===== src/rtl/mpwc_pkg.sv =====
// Shared types and constants for the motor phase wiring check block.
`timescale 1ns / 1ps
package mpwc_pkg;

    // Op codes of an input word; any other code acts as a plain tick
    localparam logic [1:0] OP_INIT = 2'd1;
    localparam logic [1:0] OP_SKIP = 2'd2;

    // Sequencer phase codes, reported on phase_code
    localparam logic [2:0] PH_IDLE     = 3'd0;
    localparam logic [2:0] PH_DRIVE_AB = 3'd1;
    localparam logic [2:0] PH_WAIT_ZERO = 3'd2;
    localparam logic [2:0] PH_DRIVE_AC = 3'd3;
    localparam logic [2:0] PH_FAILED   = 3'd4;
    localparam logic [2:0] PH_PASSED   = 3'd5;

    // Configuration register indexes
    localparam int          CFG_IDX_W       = 3;
    localparam int          CFG_DATA_W      = 16;
    localparam logic [2:0] CFG_CHECK_EFFORT = 3'd0;
    localparam logic [2:0] CFG_PWM_HALF     = 3'd1;
    localparam logic [2:0] CFG_MOTOR_IS_DC  = 3'd2;
    localparam logic [2:0] CFG_MIN_DRIVE    = 3'd3;
    localparam logic [2:0] CFG_ZERO_LOW     = 3'd4;
    localparam logic [2:0] CFG_ZERO_HIGH    = 3'd5;
    localparam logic [2:0] CFG_WAIT_TICKS   = 3'd6;
    localparam logic [2:0] CFG_RETRY_LIMIT  = 3'd7;

    // Configuration reset values
    localparam logic [14:0] RST_MIN_DRIVE   = 15'd750;
    localparam logic [15:0] RST_ZERO_LOW    = 16'hFF38;   // -200
    localparam logic [14:0] RST_ZERO_HIGH   = 15'd200;
    localparam logic [15:0] RST_WAIT_TICKS  = 16'd10;
    localparam logic [15:0] RST_RETRY_LIMIT = 16'd10;

    // Duty effort is in 0.01 percent steps
    localparam longint EFFORT_FULL_SCALE = 64'd10000;

    typedef struct packed {
        logic [1:0]         op;
        logic               start_request;
        logic signed [15:0] current_a;
        logic signed [15:0] current_c;
    } t_in_word;

    typedef struct packed {
        logic [2:0]  phase_code;
        logic        seq_busy;
        logic        check_attained;
        logic        check_failed;
        logic        fault_raise;
        logic        fault_clear;
        logic        drive_a_on;
        logic        drive_b_on;
        logic        drive_c_on;
        logic [15:0] high_compare;
        logic [15:0] low_compare;
    } t_out_word;

    // Controller to datapath
    typedef struct packed {
        logic load_in;
        logic mul_en;
        logic mul_second;   // 0: k * effort, 1: x * half period
        logic commit_step;
        logic commit_init;
    } t_dp_cmd;

    // Datapath to controller
    typedef struct packed {
        logic in_is_init;
        logic out_free;
    } t_dp_stat;

endpackage


===== src/rtl/mpwc_ctrl.sv =====
// Controller state machine sequencing word intake, compare multiply and commit.
`timescale 1ns / 1ps
module mpwc_ctrl (
    input  logic              i_clk,
    input  logic              i_rst_n,
    input  logic              i_valid,
    output logic              o_ready,
    input  mpwc_pkg::t_dp_stat i_stat,
    output mpwc_pkg::t_dp_cmd  o_cmd
);
    import mpwc_pkg::*;

    typedef enum logic [4:0] {
        S_IDLE = 5'b00001,
        S_STEP = 5'b00010,
        S_MUL1 = 5'b00100,
        S_MUL2 = 5'b01000,
        S_INIT = 5'b10000
    } t_ctrl_state;

    t_ctrl_state r_state;
    t_ctrl_state n_state;

    always_ff @(posedge i_clk) begin
        if (!i_rst_n) begin
            r_state <= S_IDLE;
        end else begin
            r_state <= n_state;
        end
    end

    always_comb begin
        n_state = r_state;
        o_cmd   = '0;
        o_ready = 1'b0;
        case (r_state)
            S_IDLE: begin
                o_ready = 1'b1;
                if (i_valid) begin
                    o_cmd.load_in = 1'b1;
                    n_state = i_stat.in_is_init ? S_MUL1 : S_STEP;
                end
            end
            S_MUL1: begin
                o_cmd.mul_en = 1'b1;
                n_state = S_MUL2;
            end
            S_MUL2: begin
                o_cmd.mul_en     = 1'b1;
                o_cmd.mul_second = 1'b1;
                n_state = S_INIT;
            end
            S_INIT: begin
                if (i_stat.out_free) begin
                    o_cmd.commit_init = 1'b1;
                    n_state = S_IDLE;
                end
            end
            S_STEP: begin
                if (i_stat.out_free) begin
                    o_cmd.commit_step = 1'b1;
                    n_state = S_IDLE;
                end
            end
            default: begin
                n_state = S_IDLE;
            end
        endcase
    end

endmodule


===== src/rtl/mpwc_dp.sv =====
// Datapath: config registers, sequencer state, shared compare multiplier, output word.
`timescale 1ns / 1ps
module mpwc_dp #(
    parameter int FRACTION_BITS = 24
) (
    input  logic                                i_clk,
    input  logic                                i_rst_n,
    input  mpwc_pkg::t_in_word                  i_data,
    output logic                                o_valid,
    input  logic                                i_ready,
    output mpwc_pkg::t_out_word                 o_data,
    input  logic                                i_cfg_we,
    input  logic [mpwc_pkg::CFG_IDX_W-1:0]      i_cfg_index,
    input  logic [mpwc_pkg::CFG_DATA_W-1:0]     i_cfg_data,
    input  mpwc_pkg::t_dp_cmd                   i_cmd,
    output mpwc_pkg::t_dp_stat                  o_stat
);
    import mpwc_pkg::*;

    localparam int PW = FRACTION_BITS + 16;
    localparam logic [PW-1:0] ONE_Q = PW'(1) << FRACTION_BITS;
    localparam logic [FRACTION_BITS-1:0] K_Q =
        FRACTION_BITS'((64'd1 << FRACTION_BITS) / EFFORT_FULL_SCALE);

    // configuration
    logic [15:0] r_effort, r_pwm_half, r_zero_low, r_wait_ticks, r_retry_limit;
    logic [14:0] r_min_drive, r_zero_high;
    logic        r_is_dc;

    // sequencer state
    logic [2:0]  r_seq, n_seq;
    logic [15:0] r_tick, n_tick, r_retry, n_retry;
    logic        r_pend, n_pend, r_run, n_run, r_att, n_att, r_fail, n_fail;
    logic [15:0] r_cmp_high, n_cmp_high, r_cmp_low, n_cmp_low;

    t_in_word    r_in;
    t_out_word   r_out, n_out;
    logic        r_out_valid;
    logic [PW-1:0] r_prod, n_prod;

    logic [PW-1:0]            aux_clamped, frac_diff;
    logic [FRACTION_BITS-1:0] mul_a;
    logic [15:0]              mul_b;
    logic [15:0]              tick_inc, retry_inc;
    logic                     raise, clear;
    logic signed [17:0]       ia, ic, sum_ac, mn, zl, zh;
    logic                     commit;

    assign o_stat.in_is_init = (i_data.op == OP_INIT);
    assign o_stat.out_free   = !r_out_valid || i_ready;
    assign o_valid = r_out_valid;
    assign o_data  = r_out;
    assign commit  = i_cmd.commit_step || i_cmd.commit_init;

    always_ff @(posedge i_clk) begin
        if (!i_rst_n) begin
            r_effort      <= '0;
            r_pwm_half    <= '0;
            r_is_dc       <= 1'b0;
            r_min_drive   <= RST_MIN_DRIVE;
            r_zero_low    <= RST_ZERO_LOW;
            r_zero_high   <= RST_ZERO_HIGH;
            r_wait_ticks  <= RST_WAIT_TICKS;
            r_retry_limit <= RST_RETRY_LIMIT;
        end else if (i_cfg_we) begin
            case (i_cfg_index)
                CFG_CHECK_EFFORT: r_effort      <= i_cfg_data;
                CFG_PWM_HALF:     r_pwm_half    <= i_cfg_data;
                CFG_MOTOR_IS_DC:  r_is_dc       <= i_cfg_data[0];
                CFG_MIN_DRIVE:    r_min_drive   <= i_cfg_data[14:0];
                CFG_ZERO_LOW:     r_zero_low    <= i_cfg_data;
                CFG_ZERO_HIGH:    r_zero_high   <= i_cfg_data[14:0];
                CFG_WAIT_TICKS:   r_wait_ticks  <= i_cfg_data;
                CFG_RETRY_LIMIT:  r_retry_limit <= i_cfg_data;
                default: ;
            endcase
        end
    end

    // Compare pair: aux = min(k * effort, 1.0); x = (1.0 - aux) / 2; high = x * hp
    always_comb begin
        aux_clamped = (r_prod > ONE_Q) ? ONE_Q : r_prod;
        frac_diff   = ONE_Q - aux_clamped;
        mul_a       = i_cmd.mul_second ? frac_diff[FRACTION_BITS:1] : K_Q;
        mul_b       = i_cmd.mul_second ? r_pwm_half : r_effort;
        n_prod      = PW'(mul_a) * PW'(mul_b);
    end

    always_ff @(posedge i_clk) begin
        if (i_cmd.load_in) begin
            r_in <= i_data;
        end
        if (i_cmd.mul_en) begin
            r_prod <= n_prod;
        end
        if (commit) begin
            r_out <= n_out;
        end
    end

    always_comb begin
        ia     = 18'(r_in.current_a);
        ic     = 18'(r_in.current_c);
        sum_ac = ia + ic;
        mn     = $signed({3'b000, r_min_drive});
        zl     = 18'($signed(r_zero_low));
        zh     = $signed({3'b000, r_zero_high});
        tick_inc  = r_tick + 16'd1;
        retry_inc = (r_retry != 16'hFFFF) ? r_retry + 16'd1 : r_retry;

        n_seq      = r_seq;
        n_tick     = r_tick;
        n_retry    = r_retry;
        n_pend     = r_pend;
        n_run      = r_run;
        n_att      = r_att;
        n_fail     = r_fail;
        n_cmp_high = r_cmp_high;
        n_cmp_low  = r_cmp_low;
        raise      = 1'b0;
        clear      = 1'b0;

        if (i_cmd.commit_init) begin
            n_seq      = PH_IDLE;
            n_retry    = '0;
            n_cmp_high = r_prod[PW-1:FRACTION_BITS];
            n_cmp_low  = r_pwm_half - r_prod[PW-1:FRACTION_BITS];
        end else if (i_cmd.commit_step) begin
            if (r_in.start_request) begin
                n_pend = 1'b1;
                n_att  = 1'b0;
                n_fail = 1'b0;
            end
            if (r_in.op == OP_SKIP) begin
                n_run = 1'b0;
                n_seq = PH_IDLE;
            end else begin
                case (r_seq)
                    PH_IDLE: begin
                        if (n_pend) begin
                            n_pend = 1'b0;
                            n_run  = 1'b1;
                            n_seq  = PH_DRIVE_AB;
                        end
                    end
                    PH_DRIVE_AB, PH_WAIT_ZERO, PH_DRIVE_AC: begin
                        n_tick = tick_inc;
                        if (tick_inc < r_wait_ticks) begin
                            if (r_seq == PH_DRIVE_AB) begin
                                if (ia > mn && ic > zl && ic < zh) begin
                                    n_tick = '0;
                                    n_seq  = r_is_dc ? PH_PASSED : PH_WAIT_ZERO;
                                end
                            end else if (r_seq == PH_WAIT_ZERO) begin
                                if (ia < zh && ic < zh) begin
                                    n_tick = '0;
                                    n_seq  = PH_DRIVE_AC;
                                end
                            end else begin
                                if (ia > mn && sum_ac > zl && sum_ac < zh) begin
                                    n_tick = '0;
                                    n_seq  = PH_PASSED;
                                end
                            end
                        end else begin
                            n_tick = '0;
                            n_seq  = PH_FAILED;
                        end
                    end
                    PH_FAILED: begin
                        n_retry = retry_inc;
                        n_seq   = PH_IDLE;
                        if (retry_inc > r_retry_limit) begin
                            n_fail = 1'b1;
                            raise  = 1'b1;
                            n_run  = 1'b0;
                        end else begin
                            n_pend = 1'b1;
                        end
                    end
                    PH_PASSED: begin
                        n_att   = 1'b1;
                        clear   = 1'b1;
                        n_retry = '0;
                        n_run   = 1'b0;
                        n_seq   = PH_IDLE;
                    end
                    default: begin
                        n_seq = PH_IDLE;
                    end
                endcase
            end
        end

        n_out.phase_code     = n_seq;
        n_out.seq_busy       = n_run;
        n_out.check_attained = n_att;
        n_out.check_failed   = n_fail;
        n_out.fault_raise    = raise;
        n_out.fault_clear    = clear;
        n_out.drive_a_on     = (n_seq == PH_DRIVE_AB) || (n_seq == PH_DRIVE_AC);
        n_out.drive_b_on     = (n_seq == PH_DRIVE_AB);
        n_out.drive_c_on     = (n_seq == PH_DRIVE_AC);
        n_out.high_compare   = n_out.drive_a_on ? n_cmp_high : 16'd0;
        n_out.low_compare    = n_out.drive_a_on ? n_cmp_low : 16'd0;
    end

    always_ff @(posedge i_clk) begin
        if (!i_rst_n) begin
            r_seq       <= PH_IDLE;
            r_tick      <= '0;
            r_retry     <= '0;
            r_pend      <= 1'b0;
            r_run       <= 1'b0;
            r_att       <= 1'b0;
            r_fail      <= 1'b0;
            r_cmp_high  <= '0;
            r_cmp_low   <= '0;
            r_out_valid <= 1'b0;
        end else begin
            if (commit) begin
                r_seq      <= n_seq;
                r_tick     <= n_tick;
                r_retry    <= n_retry;
                r_pend     <= n_pend;
                r_run      <= n_run;
                r_att      <= n_att;
                r_fail     <= n_fail;
                r_cmp_high <= n_cmp_high;
                r_cmp_low  <= n_cmp_low;
            end
            if (commit) begin
                r_out_valid <= 1'b1;
            end else if (i_ready) begin
                r_out_valid <= 1'b0;
            end
        end
    end

endmodule


===== src/rtl/motor_phase_wiring_check.sv =====
// Top level of the motor phase wiring check sequencer.
`timescale 1ns / 1ps
// One input word per control tick advances the wiring check: drive A/B, wait for
// zero current, drive A/C (a DC motor passes after A/B), with retries and a fault
// after the retry limit. A tick or skip word is captured, then its state update is
// written to the output register; an init word is captured, then its compare pair
// is formed by one shared multiplier used twice (k * effort, then the duty fraction
// times the half period) and latched. One word is in work at a time; the next word
// is taken as soon as the previous one is written to the output register, even
// while that result still waits for the consumer. Configuration writes land
// immediately and must only be issued while no word is in work.
module motor_phase_wiring_check #(
    parameter int FRACTION_BITS = 24
) (
    input  logic                            i_clk,
    input  logic                            i_rst_n,
    input  logic                            i_valid,
    output logic                            o_ready,
    input  mpwc_pkg::t_in_word              i_data,
    output logic                            o_valid,
    input  logic                            i_ready,
    output mpwc_pkg::t_out_word             o_data,
    input  logic                            i_cfg_we,
    input  logic [mpwc_pkg::CFG_IDX_W-1:0]  i_cfg_index,
    input  logic [mpwc_pkg::CFG_DATA_W-1:0] i_cfg_data
);
    import mpwc_pkg::*;

    t_dp_cmd  cmd;
    t_dp_stat stat;

    mpwc_ctrl u_ctrl (
        .i_clk   (i_clk),
        .i_rst_n (i_rst_n),
        .i_valid (i_valid),
        .o_ready (o_ready),
        .i_stat  (stat),
        .o_cmd   (cmd)
    );

    mpwc_dp #(
        .FRACTION_BITS (FRACTION_BITS)
    ) u_dp (
        .i_clk       (i_clk),
        .i_rst_n     (i_rst_n),
        .i_data      (i_data),
        .o_valid     (o_valid),
        .i_ready     (i_ready),
        .o_data      (o_data),
        .i_cfg_we    (i_cfg_we),
        .i_cfg_index (i_cfg_index),
        .i_cfg_data  (i_cfg_data),
        .i_cmd       (cmd),
        .o_stat      (stat)
    );

endmodule

===== config.mk =====
export PLATFORM = sky130hd
export DESIGN_NAME = motor_phase_wiring_check
export DESIGN_NICKNAME = d
export VERILOG_FILES = /design/src/rtl/mpwc_pkg.sv /design/src/rtl/mpwc_ctrl.sv /design/src/rtl/mpwc_dp.sv /design/src/rtl/motor_phase_wiring_check.sv
export SDC_FILE = /design/constraint.sdc
export NUM_CORES = 2
export LEC_CHECK = 0
export ABC_AREA = 0
export ABC_CLOCK_PERIOD_IN_PS = 12700
export BUFFER_PORTS_ARGS = -buffer_cell sky130_fd_sc_hd__buf_2
export CORE_MARGIN = 4
export CORE_UTILIZATION = 50
export CTS_CLUSTER_DIAMETER = 200
export CTS_CLUSTER_SIZE = 25
export DETAILED_ROUTE_END_ITERATION = 10
export GPL_ROUTABILITY_DRIVEN = 0
export PLACE_DENSITY = 0.79
export SLEW_MARGIN = 25
export SYNTH_ARGS = -nofsm -noshare
export SYNTH_HDL_FRONTEND = slang
export SYNTH_SLANG_ARGS = --single-unit

===== constraint.sdc =====
create_clock -name i_clk -period 12.7 [get_ports i_clk]
set_input_delay 2.54 -clock i_clk [delete_from_list [all_inputs] [get_ports i_clk]]
set_output_delay 2.54 -clock i_clk [all_outputs]
set_load 0.005 [all_outputs]

==> impl_metrics.tcl <==
set metrics [dict create \
    grt_pass1_wl_um 121100 \
    yosysSeqAreaShare_pct 25.52 \
    antenna_found_initial 0 \
    end_kind "register" \
    io_pins 104 \
    synthesis.nets 3897 \
    timing.rr.start "u_dp.r_prod[10]$_DFFE_PP_" \
    fin_crit_ps 10260 \
    max_stage_delay_ps 680 \
    clk_latency_ps 530 \
    ys_warn_count 0 \
    n_antenna_cell 0 \
    timing_worst_setup_path_type "reg2reg" \
    final.fill_count 5019 \
    ys.flop_type "dfxtp_1" \
    powerDensity_nw_per_um2 64.34 \
    fin_skew_ps 21.88 \
    final_nets 3915 \
    avgViaCountPerCell 5.709 \
    vias 23100 \
    r2r-end "u_dp.r_prod[36]$_DFFE_PP_" \
    critPathLaunch "u_dp.r_prod[10]$_DFFE_PP_" \
    synth_edf_count 118 \
    drv_slew 0 \
    syn_to_final_growth_pct 5.856 \
    htreeDepth 1 \
    syn_inst 3263 \
    clock_path_buffers 3 \
    rrSetupSlack_ps 2440 \
    drc 0 \
    overflow 0 \
    path_clk_slew_ps 120 \
    start_kind "register" \
    hp-class "reg2reg" \
    wl_per_cell_um 18.82 \
    core.rowCount 87 \
    cts_tree "yes" \
    hold_buffers 0 \
    final.setup.worst_slack_ps 2444 \
    portBuffers 103 \
    dp_cells 4019 \
    critPathSlowestCell "a31oi_1" \
    cp_max_fo 20 \
    endpoint "u_dp.r_prod[36]$_DFFE_PP_" \
    place_area_um2 29820 \
    grt_pass1_vias 22530 \
    hold_viol 0 \
    track_usage_pct 24.79 \
    power_leakage_nw 13.58 \
    status "completed" \
    synthDistinctLibCells 80 \
    wl_um 76140 \
    syn_area_per_cell_um2 8.775 \
    ys_async_sr_fraction_pct 0 \
    die_h_um 247.3 \
    start_util_pct 50.68 \
    final_area_um2 30310 \
    synth.cell_area_um2 28630 \
    coreArea_um2 56500 \
    postRouteAntennaNets 0 \
    ys_ff_latch 306 \
    ir_drop_mv 0.07250 \
    dr.pass1.iters 6 \
    fin_crit_sh_pct 80.75 \
    drive_above_1_share_pct 6.140 \
    dp_worst_setup_slack_ps 2790 \
    post_cts_resized 0 \
    die_area_um2 61160 \
    crit_buf_inv 4 \
    path_depth 31 \
    drtIter0Drc 2287 \
    setup_viol 0 \
    crit_family "adder cells" \
    cts_setup_buffers 0 \
    maxCapViolations 0 \
    setup_tns_ps 0 \
    slew_headroom_pct 33.26 \
    clock-root-buffer "clkbuf_16" \
    max_freq_ghz 0.09751 \
    grt_start_max_net_pins 104 \
    cts_inserted_buffers 16 \
    utilization_pct 53.65 \
    rr_worst_depth 31 \
    rsz0062_at_grt "false" \
    layoutNonFillerInstCount 4046 \
    crit_arrival_ps 10520 \
    hpwl_um 59350 \
    tightest_slew_ps 995.2 \
    die_w_um 247.3 \
    crit_top_cell "fa_1" \
    cp.required_ps 12960 \
    clock_sinks 306 \
]
-- cells in the mapped netlist, drive strengths merged, types with 7 or more instances --
cell type / count / area share (%)
clkbuf: 104 / 1.4
or2: 14 / 0.31
fa: 308 / 22
nand2: 492 / 6.5
o21a: 27 / 0.71
o211ai: 39 / 1.0
a21oi: 211 / 3.7
nor4: 15 / 0.33
xnor2: 62 / 1.9
inv: 444 / 5.8
nand4: 43 / 0.94
or3: 12 / 0.28
dfxtp: 188 / 13
nand3: 98 / 1.8
a211o: 7 / 0.21
o21ai: 76 / 1.3
and3: 27 / 0.59
nor3: 70 / 1.3
mux2i: 25 / 0.87
nand2b: 24 / 0.52
a31oi: 16 / 0.37
nor3b: 8 / 0.21
and4: 7 / 0.21
edfxtp: 118 / 12
a211oi: 19 / 0.53
xor2: 28 / 0.86
a21o: 52 / 1.4
o21bai: 10 / 0.26
and2: 25 / 0.55
nor2: 296 / 3.9
ha: 267 / 12
nor2b: 30 / 0.66
buf: 23 / 0.43
-- power by group --
group          internal [W]  switching (W)  total (W)
registers           0.00104      0.0000201    0.00106
clock network      0.000256       0.000324   0.000580
logic              0.000118       0.000194   0.000312
total               0.00141       0.000538    0.00195
-- layout make-up --
cell class	instances	area [um^2]	area share (%)
flip-flops and latches	306	7307	24.11
clock buffers	26	459.2	1.515
inverters	444	1669	5.507
well taps	756	945.9	3.121
clock inverters	1	20.02	0.06605
multi-input cells	2386	19210	63.38
repair buffers	127	699.4	2.308
-- worst reg2reg max path, delay by kind of cell (launching register included) --
kind            cells  cell delay [ps]
fa+ha+maj           8             3990
compound gates     11             3420
simple gates        7             1810
flops               1              490
buf+inv             4              220
xor+xnor            1               90
-- worst min-delay path by stage --
stage,start,to,depth (start not counted)
6_report,u_dp.r_tick[15]$_SDFFE_PN0P_,u_dp.r_tick[15]$_SDFFE_PN0P_,2
5_1_grt,u_dp.r_pwm_half[0]$_SDFFE_PN0P_,u_dp.r_pwm_half[0]$_SDFFE_PN0P_,2
4_1_cts,u_dp.r_zero_high[4]$_SDFFE_PN0P_,u_dp.r_zero_high[4]$_SDFFE_PN0P_,2
3_5_place_dp,u_dp.r_zero_high[4]$_SDFFE_PN0P_,u_dp.r_zero_high[4]$_SDFFE_PN0P_,2
3_3_place_gp,u_dp.r_tick[15]$_SDFFE_PN0P_,u_dp.r_tick[15]$_SDFFE_PN0P_,2
2_1_floorplan,u_dp.r_tick[15]$_SDFFE_PN0P_,u_dp.r_tick[15]$_SDFFE_PN0P_,2
-- state kept, by name, summed over array words and instances, names as in the netlist, 15 cells and up --
name and count:
u_dp.r_prod 40, u_dp.r_cmp_high 16, u_dp.r_retry 16, u_dp.r_min_drive 15
u_dp.r_retry_limit 16, u_dp.r_effort 16, u_dp.o_data 43, u_dp.r_tick 16
u_dp.r_cmp_low 16, u_dp.r_zero_high 15, u_dp.r_pwm_half 16, u_dp.r_zero_low 16
u_dp.r_wait_ticks 16, u_dp.ia 16, u_dp.ic 16
-- cell usage in the layout (no fill, tap or decap), types with 11 or more instances in the layout --
| master | synthesis | layout |
|---|---|---|
| edfxtp_1 | 118 | 118 |
| clkbuf_16 | 0 | 17 |
| ha_1 | 267 | 267 |
| a21oi_1 | 210 | 208 |
| nor3_1 | 69 | 68 |
| o21a_1 | 27 | 27 |
| nand2_1 | 491 | 491 |
| buf_2 | 17 | 103 |
| nor2_1 | 295 | 289 |
| o211ai_1 | 38 | 38 |
| nand3_1 | 92 | 92 |
| a31oi_1 | 15 | 15 |
| mux2i_1 | 25 | 24 |
| dfxtp_1 | 188 | 188 |
| o21ai_0 | 69 | 69 |
| nor2b_1 | 30 | 30 |
| or2_2 | 11 | 11 |
| and2_1 | 25 | 25 |
| buf_4 | 2 | 23 |
| or3_1 | 11 | 11 |
| a211oi_1 | 17 | 17 |
| and3_1 | 27 | 26 |
| a21o_1 | 52 | 52 |
| nand4_1 | 43 | 43 |
| nand2b_1 | 24 | 24 |
| inv_1 | 444 | 442 |
| nor4_1 | 15 | 15 |
| xnor2_1 | 62 | 62 |
| xor2_1 | 28 | 28 |
| fa_1 | 308 | 308 |
-- layer usage --
metal	vias to the layer above	track usage, %	share of wire (%)
met4	0	8.213	4.0
met1	10940	34.04	41
met5	-	0	0
met2	1119	38.80	44
met3	220	5.964	12
li1	10820	-	-
-- logic make-up (layout without fill, tap and decap cells) --
family                   Yosys count  count (layout)  share of synthesized area (%)
AO/OA/AOI/OAI                    517             517                          11.40
XOR/XNOR                          90              90                          2.753
adder cells (fa/ha/maj)          575             575                          33.20
buffers and inverters            571             598                          7.612
flip-flops                       306             306                          25.52
multiplexers                      27              27                         0.9526
AND/OR/NAND/NOR                 1177            1177                          18.56
-- stage by stage --
| stage | hold slack (ps) | power (W) |
|---|---|---|
| after detailed placement | 446.5 | 0.001384 |
| after global placement | 441.3 | 0.001375 |
| final | 458.7 | 0.001950 |
| after floorplan | 429.9 | 0.001286 |
| after global routing | 479.4 | 0.002036 |
| after CTS | 460.4 | 0.001955 |
Power figures use the tool's default switching activity.
